--- config.mk ---
export PLATFORM = sky130hd
export DESIGN_NAME = shake_display_column_sequencer
export DESIGN_NICKNAME = d
export VERILOG_FILES = /design/src/hw/rtl/sdcs_pkg.sv /design/src/hw/rtl/shake_display_column_sequencer.sv /design/src/hw/rtl/sdcs_ram.sv /design/src/hw/rtl/sdcs_core.sv
export SDC_FILE = /design/constraint.sdc
export NUM_CORES = 2
export LEC_CHECK = 0
export ABC_AREA = 1
export BUFFER_PORTS_ARGS = -buffer_cell sky130_fd_sc_hd__buf_2
export CORE_MARGIN = 4
export CORE_UTILIZATION = 50
export CTS_CLUSTER_DIAMETER = 120
export CTS_CLUSTER_SIZE = 12
export DETAILED_ROUTE_END_ITERATION = 10
export PLACE_DENSITY = 0.63
export SLEW_MARGIN = 5
export SYNTH_ARGS = -nofsm -noshare
export SYNTH_HDL_FRONTEND = slang
export SYNTH_HIERARCHICAL = 1
export SYNTH_SLANG_ARGS = --single-unit
--- constraint.sdc ---
create_clock -name aclk -period 3.98 [get_ports aclk]
set_input_delay 0.199 -clock aclk [delete_from_list [all_inputs] [get_ports aclk]]
set_output_delay 0.199 -clock aclk [all_outputs]
set_load 0.005 [all_outputs]
--- src/hw/rtl/sdcs_pkg.sv ---
// ----------------------------------------------------------------------------
// sdcs_pkg
// Shared types, widths and codes of the shake display column sequencer.
// ----------------------------------------------------------------------------
package sdcs_pkg;

    // Frame store geometry
    localparam int MAX_FRAMES  = 16;
    localparam int MAX_COLUMNS = 32;
    localparam int FRAME_W     = $clog2(MAX_FRAMES);
    localparam int COL_W       = $clog2(MAX_COLUMNS);
    localparam int COL_POS_W   = $clog2(MAX_COLUMNS + 1);
    localparam int FRAME_CNT_W = $clog2(MAX_FRAMES + 1);
    localparam int STORE_DEPTH = MAX_FRAMES * MAX_COLUMNS;
    localparam int STORE_AW    = $clog2(STORE_DEPTH);

    // Item field widths
    localparam int OP_W      = 2;
    localparam int ACCEL_W   = 8;
    localparam int SFRAME_W  = 4;
    localparam int SCOL_W    = 5;
    localparam int LED_W     = 8;
    localparam int DIR_W     = 2;
    localparam int CURFRM_W  = 4;

    // Configuration register widths and reset values
    localparam int THR_W     = 7;
    localparam int SPF_W     = 8;
    localparam int FIU_W     = 5;
    localparam int CIU_W     = 6;
    localparam int CFG_IDX_W = 2;
    localparam int CFG_DAT_W = 8;

    localparam logic [THR_W-1:0] THR_RESET = THR_W'(60);
    localparam logic [SPF_W-1:0] SPF_RESET = SPF_W'(1);
    localparam logic [FIU_W-1:0] FIU_RESET = FIU_W'(16);
    localparam logic [CIU_W-1:0] CIU_RESET = CIU_W'(32);

    // Packed stream widths
    localparam int S_TDATA_W = 32;
    localparam int M_TDATA_W = 16;

    typedef enum logic [CFG_IDX_W-1:0] {
        REG_THRESHOLD        = 2'd0,
        REG_SHAKES_PER_FRAME = 2'd1,
        REG_FRAMES_IN_USE    = 2'd2,
        REG_COLUMNS_IN_USE   = 2'd3
    } reg_idx_t;

    typedef enum logic [OP_W-1:0] {
        OP_SAMPLE = 2'd0,
        OP_TICK   = 2'd1,
        OP_STORE  = 2'd2
    } op_t;

    typedef enum logic [DIR_W-1:0] {
        DIR_NONE = 2'd0,
        DIR_LTR  = 2'd1,
        DIR_RTL  = 2'd2
    } dir_t;

    typedef struct packed {
        logic [THR_W-1:0] threshold;
        logic [SPF_W-1:0] shakes_per_frame;
        logic [FIU_W-1:0] frames_in_use;
        logic [CIU_W-1:0] columns_in_use;
    } cfg_t;

    // Outcome of one item, less the pattern byte that comes from the store
    typedef struct packed {
        logic                 paint;
        logic                 driven;
        dir_t                 dir;
        logic [FRAME_W-1:0]   frame;
    } res_t;

endpackage

--- src/hw/rtl/shake_display_column_sequencer.sv ---
// ----------------------------------------------------------------------------
// shake_display_column_sequencer
// Column sequencer of a persistence-of-vision LED bar that is waved to and fro.
// ----------------------------------------------------------------------------
//
//  channel | direction | handshake          | payload
//  --------+-----------+--------------------+-------------------------------------
//  s_      | in        | s_tvalid/s_tready  | tuser: op; tdata: accel_y,
//          |           |                    |   store_frame, store_column, store_byte
//  m_      | out       | m_tvalid/m_tready  | tdata: leds, leds_driven,
//          |           |                    |   moving_direction, current_frame
//  cfg_    | in        | cfg_valid/cfg_ready| cfg_index, cfg_data
//
//  One item per cycle while the m_ side is not stalled; each item gives exactly one
//  result, through the pending stage (frame store read) and then the output register.
//  The frame store RAM read port sets the latency: its registered read data is
//  joined with the item's control outcome in a pending stage.
//  Reset (aresetn, synchronous, active low) clears the swing state and the stream
//  valids and loads the register defaults; the frame store is not cleared.
//  A stalled m_ side holds the output register, then the pending stage, then
//  s_tready drops; configuration writes are always taken.
// ----------------------------------------------------------------------------
module shake_display_column_sequencer (
    input  logic                            aclk,
    input  logic                            aresetn,

    input  logic                            s_tvalid,
    output logic                            s_tready,
    // [7:0] accel_y, [11:8] store_frame, [16:12] store_column, [24:17] store_byte
    input  logic [sdcs_pkg::S_TDATA_W-1:0]  s_tdata,
    // [1:0] op
    input  logic [sdcs_pkg::OP_W-1:0]       s_tuser,

    output logic                            m_tvalid,
    input  logic                            m_tready,
    // [7:0] leds, [8] leds_driven, [10:9] moving_direction, [14:11] current_frame
    output logic [sdcs_pkg::M_TDATA_W-1:0]  m_tdata,

    input  logic                            cfg_valid,
    output logic                            cfg_ready,
    input  logic [sdcs_pkg::CFG_IDX_W-1:0]  cfg_index,
    input  logic [sdcs_pkg::CFG_DAT_W-1:0]  cfg_data
);
    import sdcs_pkg::*;

    // Unpacked input fields
    op_t                  s_op;
    logic [ACCEL_W-1:0]   s_accel_y;
    logic [SFRAME_W-1:0]  s_store_frame;
    logic [SCOL_W-1:0]    s_store_column;
    logic [LED_W-1:0]     s_store_byte;

    assign s_op           = op_t'(s_tuser);
    assign s_accel_y      = s_tdata[7:0];
    assign s_store_frame  = s_tdata[11:8];
    assign s_store_column = s_tdata[16:12];
    assign s_store_byte   = s_tdata[24:17];

    // Configuration registers
    cfg_t cfg_reg;

    assign cfg_ready = 1'b1;

    always_ff @(posedge aclk) begin
        if (!aresetn) begin
            cfg_reg.threshold        <= THR_RESET;
            cfg_reg.shakes_per_frame <= SPF_RESET;
            cfg_reg.frames_in_use    <= FIU_RESET;
            cfg_reg.columns_in_use   <= CIU_RESET;
        end else if (cfg_valid && cfg_ready) begin
            case (reg_idx_t'(cfg_index))
                REG_THRESHOLD:        cfg_reg.threshold        <= cfg_data[THR_W-1:0];
                REG_SHAKES_PER_FRAME: cfg_reg.shakes_per_frame <= cfg_data[SPF_W-1:0];
                REG_FRAMES_IN_USE:    cfg_reg.frames_in_use    <= cfg_data[FIU_W-1:0];
                REG_COLUMNS_IN_USE:   cfg_reg.columns_in_use   <= cfg_data[CIU_W-1:0];
                default: begin
                end
            endcase
        end
    end

    // Stream control: pending stage waits for RAM data, output register feeds m_
    logic       p1_valid_reg;
    res_t       p1_res_reg;
    logic       m_valid_reg;
    logic [M_TDATA_W-1:0] m_data_reg;
    logic       p1_advance, s_accept;

    assign p1_advance = !m_valid_reg || m_tready;
    assign s_tready   = !p1_valid_reg || p1_advance;
    assign s_accept   = s_tvalid && s_tready;

    // Swing tracking
    res_t                 core_res;
    logic [STORE_AW-1:0]  rd_addr;
    logic [LED_W-1:0]     rd_data;
    logic                 store_wr;

    sdcs_core u_core (
        .aclk    (aclk),
        .aresetn (aresetn),
        .accept  (s_accept),
        .op      (s_op),
        .accel_y (s_accel_y),
        .cfg     (cfg_reg),
        .res     (core_res),
        .rd_addr (rd_addr)
    );

    // Drop store writes that fall outside the store
    assign store_wr = s_accept && s_op == OP_STORE
                   && {1'b0, s_store_frame}  < (SFRAME_W + 1)'(MAX_FRAMES)
                   && {1'b0, s_store_column} < (SCOL_W + 1)'(MAX_COLUMNS);

    sdcs_ram #(
        .WIDTH (LED_W),
        .DEPTH (STORE_DEPTH)
    ) u_store (
        .aclk    (aclk),
        .wr_en   (store_wr),
        .wr_addr ({s_store_frame[FRAME_W-1:0], s_store_column[COL_W-1:0]}),
        .wr_data (s_store_byte),
        .rd_en   (s_accept && core_res.paint),
        .rd_addr (rd_addr),
        .rd_data (rd_data)
    );

    always_ff @(posedge aclk) begin
        if (!aresetn) begin
            p1_valid_reg <= 1'b0;
            m_valid_reg  <= 1'b0;
        end else begin
            if (s_accept) begin
                p1_valid_reg <= 1'b1;
            end else if (p1_advance) begin
                p1_valid_reg <= 1'b0;
            end
            if (p1_advance) begin
                m_valid_reg <= p1_valid_reg;
            end
        end
    end

    always_ff @(posedge aclk) begin
        if (s_accept) begin
            p1_res_reg <= core_res;
        end
        if (p1_advance && p1_valid_reg) begin
            m_data_reg <= {1'b0,
                           CURFRM_W'(p1_res_reg.frame),
                           p1_res_reg.dir,
                           p1_res_reg.driven,
                           p1_res_reg.paint ? rd_data : LED_W'(0)};
        end
    end

    assign m_tvalid = m_valid_reg;
    assign m_tdata  = m_data_reg;

    // A pattern only ever goes out on a beat that drives the bar
    assert property (@(posedge aclk) disable iff (!aresetn)
        m_tvalid && !m_tdata[8] |-> m_tdata[7:0] == '0)
        else $error("pattern on an undriven beat");

    // The input side never stalls while the output can drain
    assert property (@(posedge aclk) disable iff (!aresetn)
        !m_valid_reg || m_tready |-> s_tready)
        else $error("input stalled with free output");

    // Store read data holds while its painting beat waits
    assert property (@(posedge aclk) disable iff (!aresetn)
        p1_valid_reg && p1_res_reg.paint && !p1_advance
        |=> p1_valid_reg && $stable(rd_data))
        else $error("pending store data disturbed");

endmodule

--- src/hw/rtl/sdcs_ram.sv ---
// ----------------------------------------------------------------------------
// sdcs_ram
// Generic single-write, single-read RAM with registered read data.
// ----------------------------------------------------------------------------
module sdcs_ram #(
    parameter int WIDTH = 8,
    parameter int DEPTH = 512
) (
    input  logic                     aclk,
    input  logic                     wr_en,
    input  logic [$clog2(DEPTH)-1:0] wr_addr,
    input  logic [WIDTH-1:0]         wr_data,
    input  logic                     rd_en,
    input  logic [$clog2(DEPTH)-1:0] rd_addr,
    output logic [WIDTH-1:0]         rd_data
);

    logic [WIDTH-1:0] mem [DEPTH];
    logic [WIDTH-1:0] rd_data_reg;

    always_ff @(posedge aclk) begin
        if (wr_en) begin
            mem[wr_addr] <= wr_data;
        end
        if (rd_en) begin
            rd_data_reg <= mem[rd_addr];
        end
    end

    assign rd_data = rd_data_reg;

endmodule

--- src/hw/rtl/sdcs_core.sv ---
// ----------------------------------------------------------------------------
// sdcs_core
// Swing tracking state: extreme search, direction, column and frame position.
// ----------------------------------------------------------------------------
module sdcs_core (
    input  logic                           aclk,
    input  logic                           aresetn,
    input  logic                           accept,
    input  sdcs_pkg::op_t                  op,
    input  logic [sdcs_pkg::ACCEL_W-1:0]   accel_y,
    input  sdcs_pkg::cfg_t                 cfg,
    output sdcs_pkg::res_t                 res,
    output logic [sdcs_pkg::STORE_AW-1:0]  rd_addr
);
    import sdcs_pkg::*;

    dir_t                   dir_reg,   dir_next;
    logic [ACCEL_W-1:0]     ext_reg,   ext_next;
    logic [COL_POS_W-1:0]   col_reg,   col_next;
    logic [FRAME_W-1:0]     frame_reg, frame_next;
    logic [SPF_W-1:0]       shake_reg, shake_next;

    logic signed [ACCEL_W:0] a_s, th_pos, th_neg, ext_s;
    logic [COL_POS_W-1:0]    eff_cols, paint_col;
    logic [FRAME_CNT_W-1:0]  eff_frames, frame_inc;
    logic [SPF_W-1:0]        spf, shake_inc;
    logic                    paint_try, paint, driven;

    always_comb begin
        a_s    = {accel_y[ACCEL_W-1], accel_y};
        ext_s  = {ext_reg[ACCEL_W-1], ext_reg};
        th_pos = {{(ACCEL_W + 1 - THR_W){1'b0}}, cfg.threshold};
        th_neg = -th_pos;

        eff_cols = (cfg.columns_in_use > CIU_W'(MAX_COLUMNS)) ? COL_POS_W'(MAX_COLUMNS)
                                                                : COL_POS_W'(cfg.columns_in_use);
        if (cfg.frames_in_use == '0) begin
            eff_frames = FRAME_CNT_W'(1);
        end else if (cfg.frames_in_use > FIU_W'(MAX_FRAMES)) begin
            eff_frames = FRAME_CNT_W'(MAX_FRAMES);
        end else begin
            eff_frames = FRAME_CNT_W'(cfg.frames_in_use);
        end
        spf       = (cfg.shakes_per_frame == '0) ? SPF_W'(1) : cfg.shakes_per_frame;
        shake_inc = shake_reg + SPF_W'(1);
        frame_inc = {1'b0, frame_reg} + FRAME_CNT_W'(1);

        dir_next   = dir_reg;
        ext_next   = ext_reg;
        col_next   = col_reg;
        frame_next = frame_reg;
        shake_next = shake_reg;
        paint_try  = 1'b0;
        driven     = 1'b0;
        paint_col  = col_reg;

        case (op)
            OP_SAMPLE: begin
                if (a_s > th_pos && dir_reg != DIR_LTR) begin
                    if (a_s > ext_s) begin
                        ext_next = accel_y;
                    end else begin
                        // left extreme: restart the sweep from the first column
                        dir_next  = DIR_LTR;
                        paint_col = '0;
                        col_next  = '0;
                        paint_try = 1'b1;
                        driven    = 1'b1;
                    end
                end else if (a_s < th_neg && dir_reg != DIR_RTL) begin
                    if (a_s < ext_s) begin
                        ext_next = accel_y;
                    end else begin
                        dir_next = DIR_RTL;
                        if (shake_inc >= spf) begin
                            shake_next = '0;
                            frame_next = (frame_inc >= eff_frames) ? '0
                                                                   : frame_inc[FRAME_W-1:0];
                        end else begin
                            shake_next = shake_inc;
                        end
                    end
                end
            end
            OP_TICK: begin
                paint_try = 1'b1;
                driven    = 1'b1;
            end
            default: begin
            end
        endcase

        paint = paint_try && dir_next == DIR_LTR && paint_col < eff_cols;
        if (paint) begin
            col_next = paint_col + COL_POS_W'(1);
        end
    end

    always_ff @(posedge aclk) begin
        if (!aresetn) begin
            dir_reg   <= DIR_NONE;
            ext_reg   <= '0;
            col_reg   <= '0;
            frame_reg <= '0;
            shake_reg <= '0;
        end else if (accept) begin
            dir_reg   <= dir_next;
            ext_reg   <= ext_next;
            col_reg   <= col_next;
            frame_reg <= frame_next;
            shake_reg <= shake_next;
        end
    end

    assign rd_addr = {frame_reg, paint_col[COL_W-1:0]};

    assign res.paint  = paint;
    assign res.driven = driven;
    assign res.dir    = dir_next;
    assign res.frame  = frame_next;

    // the column never runs past the end of the store row
    assert property (@(posedge aclk) disable iff (!aresetn)
        col_reg <= COL_POS_W'(MAX_COLUMNS))
        else $error("column position past last column");

    // a fresh right extreme never leaves the shake count at or above its limit
    assert property (@(posedge aclk) disable iff (!aresetn)
        accept && dir_next == DIR_RTL && dir_reg != DIR_RTL && op == OP_SAMPLE
        |=> shake_reg < spf || $past(cfg.shakes_per_frame) != cfg.shakes_per_frame)
        else $error("shake counter not cleared at frame advance");

endmodule

* Yosys cells after proc, flatten, opt, wreduce, memory -nomap -nowiden *
Memory sizes are Yosys's and may differ from the RTL's. A register that Yosys moved wholly into a read port is not among the register bits.
Cells that the tools add are included.
W data, S select, Z words.

storage, ports and cells
  flip-flop bits (word level) = 79
  bits in latches = 0
  RAM bits = 4096
  bits in read-only memories = 0
  input bits = 49
  output and inout port bits = 19
  word-level logic and storage cells = 98
  memories = 1

memory list
  memory       depth  width  read ports  clocked after Yosys merged registers in  write ports  RTL line        text
  u_store.mem  512    8      1           1                                        1            sdcs_ram.sv:18  logic [WIDTH-1:0] mem [DEPTH];

cells by class
  $add $sub $neg = 4
  multiply operators = 0
  divide/modulo/power cells = 0
  order comparisons = 9
  eq/ne operators = 9
  shift-type cells = 0
  multiplexer cells = 31
  bitwise operators = 2
  reduce and logical (&&, ||, !) cells = 25

operator list
  cell                   count
  $mux W8                6
  $mux W6                5
  $mux W4                6
  $gt A8 B8 Y1           2
  $mux W2                5
  $mux W5                2
  $reduce_and A5 Y1      2
  $lt A8 B9 Y1           1
  $neg A7 Y9             1
  $add A8 B1 Y8 const B  1
  $ge A8 B8 Y1           1
  $logic_and A1 B1 Y1    8
  $logic_not A8 Y1       1
  $lt A8 B8 Y1           1
  $reduce_and A2 Y1      4
  $add A6 B1 Y6 const B  1
  $eq A2 B1 Y1 const B   3
  $eq A2 B2 Y1 const B   3
  $gt A6 B6 Y1 const B   1
  $lt A6 B6 Y1           1
  $mux W1                6
  $reduce_bool A2 Y1     3
  $add A4 B1 Y5 const B  1
  $ge A5 B5 Y1           1
  other kinds (9)        14

* Longest topological paths before layout *
  depth in word-level cells = 10
  depth in mapped cells = 29
  depth with buffers taken out = 25

* Cells and area by module *
The synthesis kept the hierarchy.

modules (own cells, without submodules)
  module                          times used  cells an instance  area an instance (µm²)  seq. area each (µm²)
  sdcs_ram                        1           13891              166808.7                123238.2
  sdcs_core                       1           420                2832.7                  560.5
  shake_display_column_sequencer  1           219                1994.4                  1251.2

* Worst setup path before layout *
Ideal clock, no wire load.

  path type = reg2reg
  start point = reg cfg_reg[25] in the netlist's numbering
  end point = reg u_store.rd_data_reg[0] (netlist: u_store/rd_data[0]) (read register of u_store.mem), enable pin
  setup time = 0.371 ns
  arrival = 2.856 ns
  data required time = 3.609 ns
  path slack = 0.753 ns
  cell stages (with the launch flop) = 21
  buffers on the path = 1
  clock period less this slack = 3.227 ns
  cells stage by stage = dfxtp_1 > inv_1 > ha_1 > nand2_2 > or2_0 > nand3_2 > nand2_2 > clkinv_4 > nand3_4 > nand2_1 > inv_1 > ha_1 > a21oi_1 > o21a_1 > nand3_2 > nor2_4 > nand2_2 > inv_1 > buf_4 > inv_1 > nor2_1

between the ends
  word-level cells in the longest chain between the ends = 10
  elaborated cells on any way between the ends = 17
  those cells by class = add/sub (1); order compare (3); eq/ne (1); mux (7); reduce/logical (5)

RTL lines
  item                     RTL line                               text
  from (decl)              shake_display_column_sequencer.sv:60   cfg_t cfg_reg;
  $neg A7 Y9               sdcs_core.sv:33                        th_neg = -th_pos;
  $lt A8 B9 Y1             sdcs_core.sv:70                        end else if (a_s < th_neg && dir_reg != DIR_RTL) begin
  $logic_and A1 B1 Y1      sdcs_core.sv:70
  $mux W2                  sdcs_core.sv:70
  $mux W2                  sdcs_core.sv:59                        if (a_s > th_pos && dir_reg != DIR_LTR) begin
  $mux W2                  sdcs_core.sv:57                        case (op)
  $eq A2 B1 Y1             sdcs_core.sv:93                        paint = paint_try && dir_next == DIR_LTR && paint_col < eff_cols;
  $logic_and A1 B1 Y1      sdcs_core.sv:93
  $logic_and A1 B1 Y1 (*)  sdcs_core.sv:93
  net u_core.paint         sdcs_core.sv:27                        logic paint_try, paint, driven;
  $logic_and A1 B1 Y1 (*)  shake_display_column_sequencer.sv:123  .rd_en (s_accept && core_res.paint),
  to (decl)                sdcs_ram.sv:19                         logic [WIDTH-1:0] rd_data_reg;

The timed path passes the listed nets; every way through them passes the cells marked *.
A chain may end at the register's enable or synchronous reset.

* Worst setup path in the final report *
  start point = reg u_core.ext_reg[7]
  end point = reg u_store.rd_data_reg[3] (netlist: u_store/rd_data[3]) (read register of u_store.mem), data pin

between the ends
  elaborated cells on any way between the ends = 18
  those cells by class = order compare (3); eq/ne (1); mux (11); reduce/logical (3)

RTL lines
  item                    RTL line                               text
  from (decl)             sdcs_core.sv:18                        logic [ACCEL_W-1:0] ext_reg, ext_next;
  from (signal assigned)  sdcs_core.sv:108                       ext_reg <= ext_next;
  $gt A8 B8 Y1 (*)        sdcs_core.sv:60                        if (a_s > ext_s) begin
  $mux W6 (*)             sdcs_core.sv:60
  $mux W6 (*)             sdcs_core.sv:59
  $mux W6 (*)             sdcs_core.sv:57
  net rd_addr[0]          shake_display_column_sequencer.sv:95   logic [STORE_AW-1:0] rd_addr;
  $lt A6 B6 Y1            sdcs_core.sv:93
  $logic_and A1 B1 Y1     sdcs_core.sv:93
  $logic_and A1 B1 Y1     shake_display_column_sequencer.sv:123

Marks and branches as above.

==> metrics.cfg <==
[yosys]
synthesis.nets=14620
synth_area_um2=171600
yosysUniqueCellTypes=44
synth_area_leaders=edfxtp_1 72%, nand3_1 12%, nand2_1 9.4%
yosys_warnings=6
synthSimpleGateAreaFrac=0.2291
ys_ff_latch=4183
synthTopCellsByCount=4304 x nand2_1, 4127 x edfxtp_1, 4110 x nand3_1
synth_top_area_frac=0.7220
synth_enable_flop_cells=4127
synth_top_family_by_area=simple AND/OR/NAND/NOR gates
syn_avg_cell_area_um2=11.81
yosysTopAreaCell=edfxtp_1
synthCells=14530
synth_ff_type=edfxtp_1
synth_xor_area_frac=0.0007144
synth_mux_area_frac=0
synth_most_common_cell=nand2_1
async_flop_share=0
ys_seq_area_frac=0.7286
synth_compound_area_frac=0.002639
synth_adder_area_share=0.003280

[placement]
io_buffers=58
gp_congestion=0.9234
hpwl_mm=298.4
placed_cells=18950

[sta]
finalHoldViolCount=0
relSlewSlack=0.03273
holdWs_ns=0.1019
rsz0062_at_grt=yes
timing.final.crit_share=0.9815
max_freq_mhz=256.0
fin_setup_tns_ns=0
tightest_slew_ns=1.449
setup_violations=0
min_period_ns=3.906
worst_clock_skew_ns=0.04640
drv_slew=0

[worst_setup_path]
crit_cells=27
path_buf_inv=8
slowest_stage=dfxtp_1
path_max_fanout=13
cp_data_arrival_time_ns=4.63
timing.critical_path.to_type=register
cp-start-kind=register
critPathTopFamily=simple AND/OR/NAND/NOR gates
crit_type=reg2reg
cpPeakStageDelay_ns=0.33
crit_required_ns=4.70
cpMostUsedCell=nand3_1
r2r_cells=27

[power]
leakage_nw=68.95
irDropWorstVdd_v=0.0003708
power-per-cell-area_nw_per_um2=426.5
total_power_mw=83.84

[die]
top_level_ports=68
core_area_um2=340900
rows=214
dieWidth_um=593.9
fp.dieH_um=593.9
dieArea_um2=352700
start_util=0.5035

[job]
cap_viol_max_count=0

[detailed_routing]
num_vias=115500
ant_nets=0
wl_per_cell_um=25.62
drt_iter0_drc=14620
drc=0
wl_mm=500.6
dr.pass1.iters=9
viasPerCell=5.910

[clock_tree]
insertion_delay_ns=0.97
clock_path_buffers=4
root_buffer=clkbuf_16
clock_sinks=4183
cts_tree=done
cts.htree.levels=5
clk_pin_slew_ns=0.07
numCtsBuffers=388

[grt]
grt_max_degree=154
grt_remaining_overflow=0
grt_pass1_vias=108500
grtUsageTotal=0.2703
grt_pass1_wl_mm=719.1
antenna_found_initial=18

[finish]
largest_register_ffs=4096
seq_area_um2=125100
multiInputGateArea_um2=42640
fin_cells=19540
nets=15030
drive_gt1_frac=0.1186
finish.utilization=0.5767
fillers=27130
area_growth_pct=14.53

[min_path]
whs_path_depth=4
hp-class=in2reg

[status]
status=finished, final reports clean

## layout make-up
class | instances | share of cell area
Antenna cell | 11 | 0.0001400
Clock buffer | 429 | 0.05115
Clock inverter | 23 | 0.001375
Inverter | 155 | 0.003793
Multi-Input combinational cell | 9192 | 0.2169
Sequential cell | 4183 | 0.6362
Tap cell | 4536 | 0.02887
Timing Repair Buffer | 1009 | 0.06130
Timing Repair inverter | 2 | 0.0003055
## worst paths after layout
check                                       to  slack, ns                           start
hold reg to reg          m_tdata[11]$_DFFE_PP_       0.42         p1_res_reg[0]$_DFFE_PP_
setup / recovery  u_store/rd_data[3]$_DFFE_PP_       0.07  u_core/ext_reg[7]$_SDFFE_PN0P_
setup reg to reg  u_store/rd_data[3]$_DFFE_PP_       0.07  u_core/ext_reg[7]$_SDFFE_PN0P_
hold / removal        cfg_reg[12]$_SDFFE_PN0P_       0.10                     cfg_data[1]
## stage by stage
step           setup slack, ns  instance area (um^2)
2_1_floorplan           0.7534                171600
5_1_grt               -0.08762                196600
6_report               0.07368                196600
3_5_place_dp           -0.3202                181700
4_1_cts               -0.03464                193200
3_3_place_gp           -0.3648                181700
## worst register-to-register path, stage by stage (launching register included)
cell	delay, ns
dfxtp_1	0.33
inv_1	0.07
ha_4	0.29
nand2_2	0.09
nor2_4	0.10
nand2_2	0.08
nand2_2	0.06
nand2_2	0.07
nand3_4	0.11
nand3_4	0.16
nand2_8	0.16
clkinv_16	0.13
buf_16	0.24
buf_16	0.18
buf_16	0.17
clkbuf_16	0.18
nand2_1	0.06
nand3_1	0.13
nand3_1	0.10
nand3_1	0.08
nand3_2	0.08
nand3_1	0.10
buf_6	0.18
nand3_2	0.11
nand3_2	0.10
buf_6	0.21
nand3_1	0.06
nand2_1	0.05
## what timing repair did
| item | CTS | global route |
|---|---|---|
| cloned | 7 | 32 |
| hold buffers | 59 | 0 |
| buffers inserted | 7 | 28 |
| hold endpoints to repair | 930 | 0 |
| resized for setup | 63 | 459 |
| setup endpoints to repair | 8 | 16 |
| pin swaps | 2 | 80 |
## cell families after synthesis
| kind of cell | after synthesis |
|---|---|
| flops | 4183 |
| buf+inv | 1155 |
| simple gates | 9047 |
| xor+xnor | 14 |
| fa+ha+maj | 45 |
| other cells | 2 |
| compound gates | 84 |
## layer usage
layer / part of all wire / wire length, um / GRT usage / vias to the layer above
met5: 0.000080 / 40 / 0 / -
met4: 0.042 / 20940 / 0.1016 / 6
met3: 0.094 / 47000 / 0.04564 / 980
met2: 0.47 / 234700 / 0.4290 / 5857
met1: 0.40 / 197900 / 0.3769 / 56490
li1: - / - / - / 52140
## layout by cell type (no fill, tap or decap), drive strengths merged, types with 2 or more instances in the layout
cell         count
a21oi           46
buf            915
bufbuf           3
clkbuf         461
clkinv          16
conb             2
dfxtp           56
diode           11
dlygate4sd3     59
edfxtp        4127
ha              45
inv            164
nand2         4314
nand3         4118
nand3b           3
nand4           10
nor2           585
nor3            15
o21a             3
o21ai           28
o32ai            2
xor2            14
## power breakdown
| group | total, mW | switching (mW) | internal, mW |
|---|---|---|---|
| registers | 48.4 | 0.0246 | 48.4 |
| clock network | 33.0 | 15.3 | 17.7 |
| logic | 2.41 | 1.80 | 0.610 |
| total | 83.8 | 17.1 | 66.7 |
Power figures use the tool's default switching activity.
